**config.mk**
```make
export PLATFORM = sky130hd
export DESIGN_NAME = rfns_cell
export DESIGN_NICKNAME = d
export VERILOG_FILES = /design/src/rtl/assert_macros.svh /design/src/rtl/rfns_pkg.sv /design/src/rtl/rfns_cell.sv
export SDC_FILE = /design/constraint.sdc
export NUM_CORES = 1
export LEC_CHECK = 0
export BUFFER_PORTS_ARGS = -buffer_cell sky130_fd_sc_hd__buf_2
export CORE_ASPECT_RATIO = 1.1
export CORE_MARGIN = 5
export CORE_UTILIZATION = 25
export CTS_CLUSTER_SIZE = 14
export DETAILED_ROUTE_END_ITERATION = 8
export PLACE_DENSITY_LB_ADDON = 0.2
export SLEW_MARGIN = 30
export SYNTH_ARGS = -nofsm -noshare
export SYNTH_HDL_FRONTEND = slang
export SYNTH_SLANG_ARGS = --single-unit
```
**constraint.sdc**
```tcl
create_clock -name clk -period 1.3 [get_ports clk]
set_input_delay 0.13 -clock clk [delete_from_list [all_inputs] [get_ports clk]]
set_output_delay 0.13 -clock clk [all_outputs]
set_load 0.05 [all_outputs]
```
**src/rtl/assert_macros.svh**
```systemverilog
// Assertion helpers shared by the RTL. All checks are clocked on clk and
// held off while rst_n is low.
`ifndef ASSERT_MACROS_SVH
`define ASSERT_MACROS_SVH

// Generic clocked property.
`define ASSERT_CLK(label, prop, msg) \
    label: assert property (@(posedge clk) disable iff (!rst_n) prop) \
        else $error(msg);

// Same-cycle implication.
`define ASSERT_IMPLY(label, ante, cons, msg) \
    label: assert property (@(posedge clk) disable iff (!rst_n) (ante) |-> (cons)) \
        else $error(msg);

`endif

```
**src/rtl/rfns_pkg.sv**
```systemverilog
package rfns_pkg;

    // ring / table geometry
    localparam int RING_BITS    = 14;
    localparam int FINGER_COUNT = 14;
    localparam int Q_FRAC_BITS  = 16;

    // port field widths
    localparam int KEY_W     = 14;
    localparam int LAT_W     = 8;
    localparam int Q_W       = 32;
    localparam int SLOT_W    = 4;
    localparam int FUNC_W    = 2;
    localparam int RATE_W    = 17;
    localparam int RATE_FRAC = 16;
    localparam int CFG_IDX_W = 2;

    // slot counter wide enough for both the port and the table
    localparam int CNT_BITS = (FINGER_COUNT > 1) ? $clog2(FINGER_COUNT) : 1;
    localparam int CNT_W    = (CNT_BITS > SLOT_W) ? CNT_BITS : SLOT_W;
    localparam logic [CNT_W-1:0] LAST_K = CNT_W'(FINGER_COUNT - 1);

    // Q update datapath widths
    localparam int DIFF_W   = Q_W + 3;
    localparam int P1_W     = Q_W + RATE_W + 1;
    localparam int P2_W     = DIFF_W + RATE_W + 1;
    localparam int NQ_W     = P2_W - RATE_FRAC + 1;
    localparam int RND_HALF = 2 ** (RATE_FRAC - 1);

    localparam logic [RATE_W-1:0] RATE_ONE   = RATE_W'(2 ** RATE_FRAC);
    localparam logic [RATE_W-1:0] RATE_RESET = RATE_W'(58982);

    // configuration register indexes
    localparam logic [CFG_IDX_W-1:0] REG_OWN_KEY    = 2'd0;
    localparam logic [CFG_IDX_W-1:0] REG_LEARN_RATE = 2'd1;
    localparam logic [CFG_IDX_W-1:0] REG_DISCOUNT   = 2'd2;

    typedef enum logic [FUNC_W-1:0] {
        FN_WRITE   = 2'd0,
        FN_GREEDY  = 2'd1,
        FN_LEARNED = 2'd2,
        FN_UPDATE  = 2'd3
    } func_t;

    // one finger table slot
    typedef struct packed {
        logic [RING_BITS-1:0] key;
        logic [LAT_W-1:0]     lat;
        logic [Q_W-1:0]       q;
    } entry_t;

    // operands handed to the Q update unit
    typedef struct packed {
        logic [Q_W-1:0] qop;
        entry_t         ent;
    } qc_req_t;

endpackage

```
**src/rtl/rfns_cell.sv**
```systemverilog
module rfns_cell (
    input  logic             clk,
    input  logic             rst_n,
    input  logic             shift,
    input  rfns_pkg::entry_t din,
    output rfns_pkg::entry_t dout
);

    rfns_pkg::entry_t ent_reg;
    rfns_pkg::entry_t ent_next;

    always_comb
    begin
        ent_next = ent_reg;
        if (shift)
        begin
            ent_next = din;
        end
    end

    always_ff @(posedge clk or negedge rst_n)
    begin
        if (!rst_n)
        begin
            ent_reg <= '0;
        end
        else
        begin
            ent_reg <= ent_next;
        end
    end

    assign dout = ent_reg;

endmodule

```
## Word level (Yosys, flattened, before mapping)

Index checks and enable logic that the tools add are counted.

| word-level totals | value |
|---|---|
| flip-flop bits (word level) | 54 |
| word-level logic and storage cells | 3 |
| bits of input ports | 57 |
| output and inout port bits | 54 |

## Logic depth before layout (Yosys ltp)

| logic depth | value |
|---|---|
| depth after elaboration | 0 |
| depth in mapped cells | 3 |
| depth with buffers taken out | 1 |

## Worst setup path before layout

Ideal clock, no wire load.

| timing path | value |
|---|---|
| kind | register -> register |
| start point | register dout[0] (netlist name) |
| end point | register ent_reg, in the netlist dout[0] |
| period minus slack after synthesis | 0.994 ns |
| required time | 1.175 ns |
| library setup time | 0.125 ns |
| buffers on the path | 0 |
| cell stages (with the launch flop) | 2 |
| data arrival time | 0.869 ns |
| setup slack | 0.306 ns |
| path through | dfrtp_1 -> mux2_4 |

RTL lines:

| what | line | text |
|---|---|---|
| to (signal assigned) | rfns_cell.sv:29 | `ent_reg <= ent_next;` |
| to (decl) | rfns_cell.sv:9 | `rfns_pkg::entry_t ent_reg;` |

## Worst setup path after layout

| timing path | value |
|---|---|
| start point | register ent_reg, in the netlist dout[18] |
| end point | output port dout[18] (netlist bit) |

RTL lines:

| what | line | text |
|---|---|---|
| to (decl) | rfns_cell.sv:6 | `output rfns_pkg::entry_t dout` |

No word-level cell between the ends.

==> flow_metrics.tcl <==
set metrics [dict create \
    setup-tns-final_ns 0 \
    clock_skew_ns 0 \
    numCtsBuffers 5 \
    grt_use_met2_pct 13.9 \
    cts_resized 0 \
    crit_chain "buf_2" \
    drcViolationCount 0 \
    grtUsageTotal_pct 8.84 \
    die_area_mm2 0.0110 \
    largest_reg_flops 54 \
    timing.rr.start "dout[18]$_DFFE_PN0P_" \
    worst_pin_slew_ns 0.292 \
    cts_tree "built" \
    ios 111 \
    yosysSeqAreaShare_pct 59.8 \
    hold_viol_final 0 \
    die_x_um 101 \
    initial_core_util_pct 25.6 \
    nFillCells 903 \
    cts_root_buf "clkbuf_8" \
    cts.reportedPaths.clkPinSlew_ns 0.10 \
    reg2reg_depth 1 \
    cts.sinks 54 \
    busiest_layer "met2" \
    critical-path-slowest-cell "dfrtp_1" \
    slew_headroom_pct 80.5 \
    cts_hold_buf 1 \
    hold_end "dout[10]$_DFFE_PN0P_" \
    cts_setup_buffers 0 \
    setup_viol_count_final 0 \
    dpl.hpwl_mm 3.50 \
    cts_max_level 2 \
    grt_util_met1_pct 11.2 \
    grt_first_pass_wirelength_mm 7.54 \
    leakage_nw 1.57 \
    syn-cell-area_mm2 0.00226 \
    clock_latency_ns 0.29 \
    cp.required_ns 1.17 \
    post-place-cells 335 \
    ir_worst_vdd_mv 0.428 \
    cp.buffers_inverters 1 \
    yosysUniqueCellTypes 5 \
    grt_use_met3_pct 2.28 \
    ant_nets 0 \
    ys_warn_count 0 \
    clock_path_buffers 2 \
    hp-class "in2reg" \
    instances_no_fill 344 \
    max_freq_mhz 933 \
    r2r-end "dout[18]$_DFFE_PN0P_" \
    fin_area_mm2 0.00300 \
    rsz0062_at_grt "false" \
    drt_wl_total_mm 4.83 \
    synthCells 114 \
    crit_family "flip-flops" \
    cp_max_fo 2 \
    drt_iter0_markers 33 \
    synth_top_area_share_pct 59.8 \
    synth_top_area_cell "dfrtp_1" \
    diodes 0 \
    first_pass_iters 2 \
    regArea_mm2 0.00135 \
    holdWs_ns 0.0511 \
    drive_gt1_share_pct 75.7 \
    postPlaceCellArea_mm2 0.00290 \
    outcome "finished, final reports clean" \
    critPathCaptureType "primary output" \
    start_kind "flop" \
    slew_violations 0 \
    antenna_found_initial 0 \
    drv_cap 0 \
    synth_area_leaders "dfrtp_1 (60%), mux2_4 (33%), buf_12 (4.4%)" \
    rrSetupSlack_ns 0.53 \
    overflow 0 \
    grt_max_degree 55 \
    dieHeight_um 110 \
    crit_arrival_ns 0.94 \
    multi_input_area_um2 796 \
    fin_crit_ns 1.07 \
    critPathKind "reg2out" \
    place_congestion 0.704 \
    grt_pass1_vias 1469 \
    rows 36 \
    holdPathStages 2 \
    path_depth 1 \
    hold_start "din[10]" \
    area_delta_synth_final_pct 33.0 \
    synthesis.nets 171 \
    port_buffers 110 \
    core_area_mm2 0.00883 \
    dr_total_vias 1365 \
    via_per_inst 3.97 \
    nets 286 \
    max_stage_delay_ns 0.37 \
    avgSynthCellArea_um2 19.8 \
    fin_crit_sh_pct 82.4 \
    ys_ff_latch 54 \
    post_drt_wl_per_cell_um 14.0 \
    p_per_area_mw_per_mm2 1380 \
]
==> cell usage after synthesis <==
library cell / number
buf_12: 5
buf_6: 1
dfrtp_1: 54
mux2_2: 4
mux2_4: 50
==> cell type report <==
type                            instances  share of cell area, %
Multi-Input combinational cell         54                   26.5
Clock inverter                          1                  0.167
Clock buffer                            7                   2.87
Tap cell                              114                   4.75
Sequential cell                        54                   45.0
Timing Repair Buffer                  114                   20.7
==> cell families after synthesis <==
family   after synthesis  share of synthesized area (%)
mux                   54                           35.2
buf+inv                6                           4.93
flops                 54                           59.8
==> per-layer routing <==
metal  wire [um]  share of wire (%)
met3         305                6.3
met1        1990                 41
met2        2410                 50
met4         117                2.4
met5           0                  0
==> stage by stage <==
step | power (mW) | util [%] | setup slack, ns
after floorplan | 2.91 | - | 0.306
after global placement | 3.24 | 32.9 | 0.275
after detailed placement | 3.24 | 32.9 | 0.257
after CTS | 4.25 | 34.0 | 0.203
after global routing | 4.36 | 34.0 | 0.175
final | 4.16 | 34.0 | 0.228
==> cells in the final DEF (no fill, tap or decap) <==
cell,n
clkbuf_8,6
buf_2,109
buf_4,1
clkbuf_1,1
clkinv_2,1
buf_12,3
mux2_2,4
mux2_4,50
dlygate4sd3_1,1
dfrtp_1,54
==> power by group <==
part           internal (mW)  switching, mW
registers               1.85         0.0872
logic                  0.434          0.829
clock network          0.431          0.529
total                   2.71           1.45
==> worst max path at each step <==
stage / slack, ns / end / start
floorplan: 0.31 / dout[0]$_DFFE_PN0P_ / dout[0]$_DFFE_PN0P_
detailed placement: 0.26 / dout[31]$_DFFE_PN0P_ / shift
CTS: 0.20 / dout[29] / dout[29]$_DFFE_PN0P_
finish: 0.23 / dout[18] / dout[18]$_DFFE_PN0P_
global placement: 0.28 / dout[31]$_DFFE_PN0P_ / shift
global route: 0.18 / dout[47] / dout[47]$_DFFE_PN0P_
No activity file was read; power rests on OpenSTA's default activity.
