**src/rtl/assert_macros.svh**
```systemverilog
// Assertion helpers shared by the RTL. All checks are clocked on clk and
// held off while rst_n is low.
`ifndef ASSERT_MACROS_SVH
`define ASSERT_MACROS_SVH

// Generic clocked property.
`define ASSERT_CLK(label, prop, msg) \
    label: assert property (@(posedge clk) disable iff (!rst_n) prop) \
        else $error(msg);

// Same-cycle implication.
`define ASSERT_IMPLY(label, ante, cons, msg) \
    label: assert property (@(posedge clk) disable iff (!rst_n) (ante) |-> (cons)) \
        else $error(msg);

`endif

```
**src/rtl/rfns_pkg.sv**
```systemverilog
package rfns_pkg;

    // ring / table geometry
    localparam int RING_BITS    = 14;
    localparam int FINGER_COUNT = 14;
    localparam int Q_FRAC_BITS  = 16;

    // port field widths
    localparam int KEY_W     = 14;
    localparam int LAT_W     = 8;
    localparam int Q_W       = 32;
    localparam int SLOT_W    = 4;
    localparam int FUNC_W    = 2;
    localparam int RATE_W    = 17;
    localparam int RATE_FRAC = 16;
    localparam int CFG_IDX_W = 2;

    // slot counter wide enough for both the port and the table
    localparam int CNT_BITS = (FINGER_COUNT > 1) ? $clog2(FINGER_COUNT) : 1;
    localparam int CNT_W    = (CNT_BITS > SLOT_W) ? CNT_BITS : SLOT_W;
    localparam logic [CNT_W-1:0] LAST_K = CNT_W'(FINGER_COUNT - 1);

    // Q update datapath widths
    localparam int DIFF_W   = Q_W + 3;
    localparam int P1_W     = Q_W + RATE_W + 1;
    localparam int P2_W     = DIFF_W + RATE_W + 1;
    localparam int NQ_W     = P2_W - RATE_FRAC + 1;
    localparam int RND_HALF = 2 ** (RATE_FRAC - 1);

    localparam logic [RATE_W-1:0] RATE_ONE   = RATE_W'(2 ** RATE_FRAC);
    localparam logic [RATE_W-1:0] RATE_RESET = RATE_W'(58982);

    // configuration register indexes
    localparam logic [CFG_IDX_W-1:0] REG_OWN_KEY    = 2'd0;
    localparam logic [CFG_IDX_W-1:0] REG_LEARN_RATE = 2'd1;
    localparam logic [CFG_IDX_W-1:0] REG_DISCOUNT   = 2'd2;

    typedef enum logic [FUNC_W-1:0] {
        FN_WRITE   = 2'd0,
        FN_GREEDY  = 2'd1,
        FN_LEARNED = 2'd2,
        FN_UPDATE  = 2'd3
    } func_t;

    // one finger table slot
    typedef struct packed {
        logic [RING_BITS-1:0] key;
        logic [LAT_W-1:0]     lat;
        logic [Q_W-1:0]       q;
    } entry_t;

    // operands handed to the Q update unit
    typedef struct packed {
        logic [Q_W-1:0] qop;
        entry_t         ent;
    } qc_req_t;

endpackage

```
**src/rtl/rfns_qcalc.sv**
```systemverilog
module rfns_qcalc (
    input  logic                                clk,
    input  logic                                rst_n,
    input  logic                                start,
    input  rfns_pkg::qc_req_t                   req,
    input  logic [rfns_pkg::RATE_W-1:0]         learn_rate,
    input  logic [rfns_pkg::RATE_W-1:0]         discount,
    output logic                                done,
    output logic signed [rfns_pkg::Q_W-1:0]     nq
);

    // rates above one saturate to one
    logic [rfns_pkg::RATE_W-1:0] lr_c;
    logic [rfns_pkg::RATE_W-1:0] disc_c;

    logic [3:0] v_reg;
    logic [3:0] v_next;

    // stage 1: discount * propagated Q
    logic signed [rfns_pkg::P1_W-1:0]  p1_reg;
    logic signed [rfns_pkg::P1_W-1:0]  p1_next;
    logic [rfns_pkg::Q_W-1:0]          q1_reg;
    logic [rfns_pkg::LAT_W-1:0]        lat1_reg;

    // stage 2: temporal difference
    logic signed [rfns_pkg::P1_W-1:0]   p1_rnd;
    logic signed [rfns_pkg::P1_W-1:0]   p1_sh;
    logic signed [rfns_pkg::DIFF_W-1:0] qd_ext;
    logic signed [rfns_pkg::DIFF_W-1:0] q_ext;
    logic signed [rfns_pkg::DIFF_W-1:0] lat_ext;
    logic signed [rfns_pkg::DIFF_W-1:0] diff_reg;
    logic signed [rfns_pkg::DIFF_W-1:0] diff_next;
    logic [rfns_pkg::Q_W-1:0]           q2_reg;

    // stage 3: learn_rate * difference
    logic signed [rfns_pkg::P2_W-1:0] p2_reg;
    logic signed [rfns_pkg::P2_W-1:0] p2_next;
    logic [rfns_pkg::Q_W-1:0]         q3_reg;

    // stage 4: accumulate and saturate
    logic signed [rfns_pkg::P2_W-1:0]       p2_rnd;
    logic signed [rfns_pkg::P2_W-1:0]       p2_sh;
    logic signed [rfns_pkg::NQ_W-1:0]       nq_sum;
    logic [rfns_pkg::NQ_W-rfns_pkg::Q_W:0]  nq_top;
    logic signed [rfns_pkg::Q_W-1:0]        nq_reg;
    logic signed [rfns_pkg::Q_W-1:0]        nq_next;

    assign lr_c   = (learn_rate > rfns_pkg::RATE_ONE) ? rfns_pkg::RATE_ONE : learn_rate;
    assign disc_c = (discount > rfns_pkg::RATE_ONE) ? rfns_pkg::RATE_ONE : discount;

    assign v_next  = {v_reg[2:0], start};
    assign p1_next = $signed(req.qop) * $signed({1'b0, disc_c});

    // round to nearest, ties up, then drop the rate fraction
    assign p1_rnd  = p1_reg + rfns_pkg::P1_W'(rfns_pkg::RND_HALF);
    assign p1_sh   = p1_rnd >>> rfns_pkg::RATE_FRAC;
    assign qd_ext  = p1_sh[rfns_pkg::DIFF_W-1:0];
    assign q_ext   = {{(rfns_pkg::DIFF_W - rfns_pkg::Q_W){q1_reg[rfns_pkg::Q_W-1]}}, q1_reg};
    assign lat_ext = {{(rfns_pkg::DIFF_W - rfns_pkg::LAT_W - rfns_pkg::Q_FRAC_BITS){1'b0}},
                      lat1_reg, {rfns_pkg::Q_FRAC_BITS{1'b0}}};
    assign diff_next = qd_ext - lat_ext - q_ext;

    assign p2_next = diff_reg * $signed({1'b0, lr_c});

    assign p2_rnd = p2_reg + rfns_pkg::P2_W'(rfns_pkg::RND_HALF);
    assign p2_sh  = p2_rnd >>> rfns_pkg::RATE_FRAC;
    assign nq_sum = {{(rfns_pkg::NQ_W - rfns_pkg::Q_W){q3_reg[rfns_pkg::Q_W-1]}}, q3_reg}
                    + p2_sh[rfns_pkg::NQ_W-1:0];
    assign nq_top = nq_sum[rfns_pkg::NQ_W-1:rfns_pkg::Q_W-1];

    always_comb
    begin
        if ((nq_top == '0) || (nq_top == '1))
        begin
            nq_next = nq_sum[rfns_pkg::Q_W-1:0];
        end
        else if (nq_sum[rfns_pkg::NQ_W-1])
        begin
            nq_next = {1'b1, {(rfns_pkg::Q_W-1){1'b0}}};
        end
        else
        begin
            nq_next = {1'b0, {(rfns_pkg::Q_W-1){1'b1}}};
        end
    end

    always_ff @(posedge clk or negedge rst_n)
    begin
        if (!rst_n)
        begin
            v_reg <= '0;
        end
        else
        begin
            v_reg <= v_next;
        end
    end

    always_ff @(posedge clk)
    begin
        p1_reg   <= p1_next;
        q1_reg   <= req.ent.q;
        lat1_reg <= req.ent.lat;
        diff_reg <= diff_next;
        q2_reg   <= q1_reg;
        p2_reg   <= p2_next;
        q3_reg   <= q2_reg;
        nq_reg   <= nq_next;
    end

    assign done = v_reg[3];
    assign nq   = nq_reg;

endmodule
```
**config.mk**
```make
export PLATFORM = sky130hd
export DESIGN_NAME = rfns_qcalc
export DESIGN_NICKNAME = d
export VERILOG_FILES = /design/src/rtl/assert_macros.svh /design/src/rtl/rfns_pkg.sv /design/src/rtl/rfns_qcalc.sv
export SDC_FILE = /design/constraint.sdc
export NUM_CORES = 2
export LEC_CHECK = 0
export BUFFER_PORTS_ARGS = -buffer_cell sky130_fd_sc_hd__buf_2
export CELL_PAD_IN_SITES_DETAIL_PLACEMENT = 1
export CELL_PAD_IN_SITES_GLOBAL_PLACEMENT = 1
export CORE_UTILIZATION = 30
export DETAILED_ROUTE_END_ITERATION = 12
export HOLD_SLACK_MARGIN = 0.03
export PLACE_DENSITY = 0.64
export SLEW_MARGIN = 30
export SYNTH_ARGS = -nofsm -noshare
export SYNTH_HDL_FRONTEND = slang
export SYNTH_SLANG_ARGS = --single-unit
```
**constraint.sdc**
```tcl
create_clock -name clk -period 7.1 [get_ports clk]
set_clock_uncertainty 0.1 [all_clocks]
set_input_delay 1.42 -clock clk [delete_from_list [all_inputs] [get_ports clk]]
set_output_delay 1.42 -clock clk [all_outputs]
set_load 0.01 [all_outputs]
```
# Word-level counts from Yosys, hierarchy flattened
# Index checks and enable logic that the tools add are counted.
# Widths: inputs -> output; s select.
dict set report totals {
  reg_bits 278
  inputBits 123
  output_inout_bits 33
}
dict set report classes {
  add_sub_neg 5
  multipliers 2
  magnitude_cmp 2
  eq_ne 1
  n_mux 4
  reduce_logical 2
}
# op count
set ops {}
lappend ops {{$mux 32} 2}
lappend ops {{$add 53x17->53 const B} 1}
lappend ops {{$mul 35x18->53} 1}
lappend ops {{$add 50x17->50 const B} 1}
lappend ops {{$mul 32x18->50} 1}
lappend ops {{$add 32x37->38} 1}
lappend ops {{$sub 34x25->35} 1}
lappend ops {{$sub 35x32->35} 1}
lappend ops {{$gt 17x17->1 const B} 2}
lappend ops {{$mux 17} 2}
lappend ops {{$eq 7x7->1 const B} 1}
lappend ops {{$logic_not 7->1} 1}
lappend ops {{$logic_or 1x1->1} 1}

# Depth between registers and ports, before layout
dict set report depth {
  ltp_word 5
  depth_mapped 29
}

# Worst setup path before layout
# No wires, ideal clock.
dict set report synth_path {
  kind {input-to-reg}
  startpoint {input learn_rate[3] (netlist name)}
  endpoint {register p2_reg[39] (netlist name)}
  setup_time_ns 0.072
  arrival_time_ns 8.186
  required_time_ns 6.928
  slack_ns -1.258
  cell_stages 27
  cell_sequence {nor4_1 > a41oi_1 > nor2b_1 > clkbuf_1 > clkbuf_1 > nand2_1 > fa_1 > inv_1 > fa_1 > fa_1 > fa_1 > fa_1 > inv_1 > fa_1 > inv_1 > ha_1 > a211oi_1 > o211ai_1 > nor2b_1 > o31a_1 > a31oi_1 > o22ai_1 > a211oi_1 > inv_1 > a31o_2 > a21oi_1 > xnor2_1}
}
dict set report synth_between {
  elab_chain_len 3
}
# item line_no
set synth_lines {}
lappend synth_lines {{start: declaration} rfns_qcalc.sv:6} ;# input logic [rfns_pkg::RATE_W-1:0] learn_rate,
lappend synth_lines {{$gt 17x17->1} rfns_qcalc.sv:48} ;# assign lr_c = (learn_rate > rfns_pkg::RATE_ONE) ? rfns_pkg::RATE_ONE : learn_rate;
lappend synth_lines {{$mux 17 (*)} rfns_qcalc.sv:48}
lappend synth_lines {{$mul 35x18->53 (*)} rfns_qcalc.sv:63} ;# assign p2_next = diff_reg * $signed({1'b0, lr_c});
lappend synth_lines {{net p2_next (one bit)} rfns_qcalc.sv:37} ;# logic signed [rfns_pkg::P2_W-1:0] p2_next;
lappend synth_lines {{end signal: assignment} rfns_qcalc.sv:106} ;# p2_reg <= p2_next;
lappend synth_lines {{end: declaration} rfns_qcalc.sv:36} ;# logic signed [rfns_pkg::P2_W-1:0] p2_reg;
# The timed path passes the listed nets; every way through them passes the cells marked *.

# Worst setup path after layout
dict set report layout_path {
  startpoint {input learn_rate[6] (netlist name)}
  endpoint {register p2_reg[43] (netlist name)}
}
# Same word-level chain as after synthesis.

==> results.ini <==
[status]
outcome = finished with violations
violations = negative setup slack

[placement]
io_buffers = 141
dp_hpwl_um = 123000
place_congestion = 0.852
post-place-ws_ns = -1.48

[setup_path]
cp.depth = 27
cp_slowest_stage_delay_ns = 0.58
cp_num_buf_inv = 5
slowest_stage = fa_1
rr_worst_depth = 22
crit_path_end_kind = flip-flop
crit_family = adder cells
critical_path.most_common_cell = fa_1
worstPathArrival_ns = 8.27
crit_fanout = 6
critPathRequiredTime_ns = 7.51
cp-start-kind = input pin
crit_type = in -> reg

[route]
routed_wl_um = 143000
wl_met2_um = 70200
met1_length_um = 64900
first_iter_violations = 1321
route.met3.wl_um = 5620
top_layer_used = met5
viasPerCell = 4.50
final_antenna_net_count = 0
vias = 36000
drc = 0
dr.pass1.iters = 5
wl_per_cell_um = 17.9

[yosys]
syn-num-nets = 6757
ys_ff_latch = 248
yosysWarnings = 0
synth_edf_count = 0
synth_cells = 5209
synthFlopType = dfxtp_1
async_flop_share = 0.0161
syn_area_mm2 = 0.0485
synth.avg_cell_area_um2 = 9.31
synthDistinctLibCells = 67
seq_area_frac_synth = 0.103

[timing]
min_period_ns = 7.86
slew_headroom = 0.404
slew_violations = 0
finalCritPeriodShare = 1.11
finalSetupViolCount = 59
max_freq_ghz = 0.127
hold_viol = 0
tightest_slew_ns = 0.893
setup_ws_ns = -0.762
rsz0062_at_grt = true

[global_routing]
antenna_found_initial = 12
grt_overflow_total = 0
grt_pass1_wl_um = 232000
grtUsageTotal = 0.179
grt_pass1_vias = 42400
grt_max_degree = 42

[final_layout]
drive_above_1_share = 0.195
final_nets = 7357
area_growth_pct = 22.4
final_common_cell = inv_1
largest_register_ff_count = 38
multiInputGateArea_mm2 = 0.0396
nFillCells = 18400
final_util = 0.370
layout_common_cells = inv_1, fa_1, and2_1
regArea_mm2 = 0.00498

[clocking]
cts.path.max_buffers = 3
numClockSinks = 248
holdBufCountCts = 0
h-tree-depth = 1
numCtsBuffers = 30
cts_tree = yes
worstSkewPairLatency_ns = 0.61
cts.clk_slew.worst_paths_ns = 0.06
cts-root-buf = clkbuf_16

[floorplanning]
die_area_mm2 = 0.163
fp-row-count = 147
start_util = 0.302
die_h_um = 404
coreArea_mm2 = 0.161
dieWidth_um = 404
ios = 156

[hold_path]
hold_class = reg -> reg
holdPathStages = 0

[flow_run]
max-cap-violations = 0

==> area by class of cell <==
cell class | instances | area share
Multi-Input combinational cell | 3551 | 0.668
Timing Repair Buffer | 757 | 0.107
Sequential cell | 248 | 0.0840
Inverter | 1221 | 0.0772
Tap cell | 2160 | 0.0455
Clock buffer | 40 | 0.0143
Clock inverter | 16 | 0.00388
Antenna cell | 1 | 0.0000422
==> what timing repair did <==
| action | CTS | global route |
|---|---|---|
| resized for setup | 206 | 136 |
| endpoints found under the setup margin | 59 | 69 |
| pin swaps | 109 | 89 |
| setup buffers | 54 | 34 |
| gates cloned | 4 | 2 |
==> metal layers <==
metal | global-route usage | up-vias
met5 | 0 | -
met4 | 0.0273 | 2
met3 | 0.0190 | 132
met2 | 0.314 | 560
met1 | 0.242 | 18700
li1 | - | 16500
==> worst register-to-register path: stages (launching register included) <==
cell,delay [ns]
dfxtp_1,0.90
and2_4,0.31
fa_1,0.45
fa_1,0.53
fa_1,0.58
fa_1,0.47
fa_1,0.51
inv_1,0.05
fa_1,0.52
inv_2,0.05
ha_4,0.21
a211oi_2,0.21
o211ai_1,0.16
nor2b_2,0.17
o31a_1,0.25
a31oi_1,0.17
buf_4,0.16
o22ai_4,0.13
o211a_1,0.27
o21a_1,0.21
o21a_1,0.22
nor2_2,0.13
xnor2_1,0.12
==> cell usage after synthesis, types with 6 or more instances <==
library cell  count  share of area
and2_1          603          0.078
and3_1           28         0.0036
o31ai_1           6        0.00093
o21bai_1         10         0.0015
nor2b_1          49         0.0063
a21boi_0          6        0.00093
a21o_1           56         0.0087
nand4_1          27         0.0035
xnor2_1         128          0.023
a31oi_1          15         0.0019
o21ai_2          31         0.0056
inv_1          1221          0.095
a211oi_1         12         0.0019
ha_1            332          0.086
o21ai_0          50         0.0052
fa_1           1093           0.45
clkbuf_1        182          0.014
o211ai_1         11         0.0017
dfxtp_1         244           0.10
or2_2             8         0.0010
xor2_1           81          0.015
and4_1           11         0.0020
nand3_1          46         0.0047
o21a_1           24         0.0037
nor4_1           12         0.0015
nand2b_1         12         0.0015
nor2_1           96         0.0074
a21oi_1         107          0.011
nand2_1         620          0.048
nor3_1           23         0.0024
==> worst paths after layout <==
| check | endpoint | start | slack [ns] |
|---|---|---|---|
| worst max-delay path | p2_reg[43]$_DFF_P_ | learn_rate[6] | -0.76 |
| worst min-delay path | q3_reg[8]$_DFF_P_ | q2_reg[8]$_DFF_P_ | 0.22 |
| worst max register to register | p2_reg[43]$_DFF_P_ | diff_reg[8]$_DFF_P_ | 0.11 |
| worst min register to register | q3_reg[8]$_DFF_P_ | q2_reg[8]$_DFF_P_ | 0.22 |
| max in group asynchronous | v_reg[0]$_DFF_PN0_ | rst_n | 6.25 |
| min in group asynchronous | v_reg[3]$_DFF_PN0_ | rst_n | 0.53 |
==> logic make-up (layout without fill, tap and decap cells) <==
family | count (synthesis) | in the layout | synth area share
adders and majority gates | 1425 | 1425 | 0.537
other | 0 | 1 | 0
AOI/OAI and AO/OA | 371 | 371 | 0.0510
buffers and inverters | 1410 | 2034 | 0.110
and+or+nand+nor | 1544 | 1544 | 0.161
muxes | 2 | 2 | 0.000413
DFF | 248 | 248 | 0.103
xor gates and xnor gates | 209 | 209 | 0.0378
==> metrics by stage <==
step | instance area [um^2] | std cells | setup TNS [ns] | hold slack (ns)
final | 59300 | 7994 | -28.52 | 0.224
after global routing | 59300 | 7993 | -42.47 | 0.234
after CTS | 58600 | 7968 | -22.30 | 0.228
after global placement | 56200 | 7855 | -63.78 | 0.210
after detailed placement | 56200 | 7855 | -70.14 | 0.213
after floorplan | 49200 | 5209 | -16.88 | 0.210
Power is left out: the tool's default activity adds up to more than one toggle a clock period on the data nets, which glitch-free logic cannot reach.
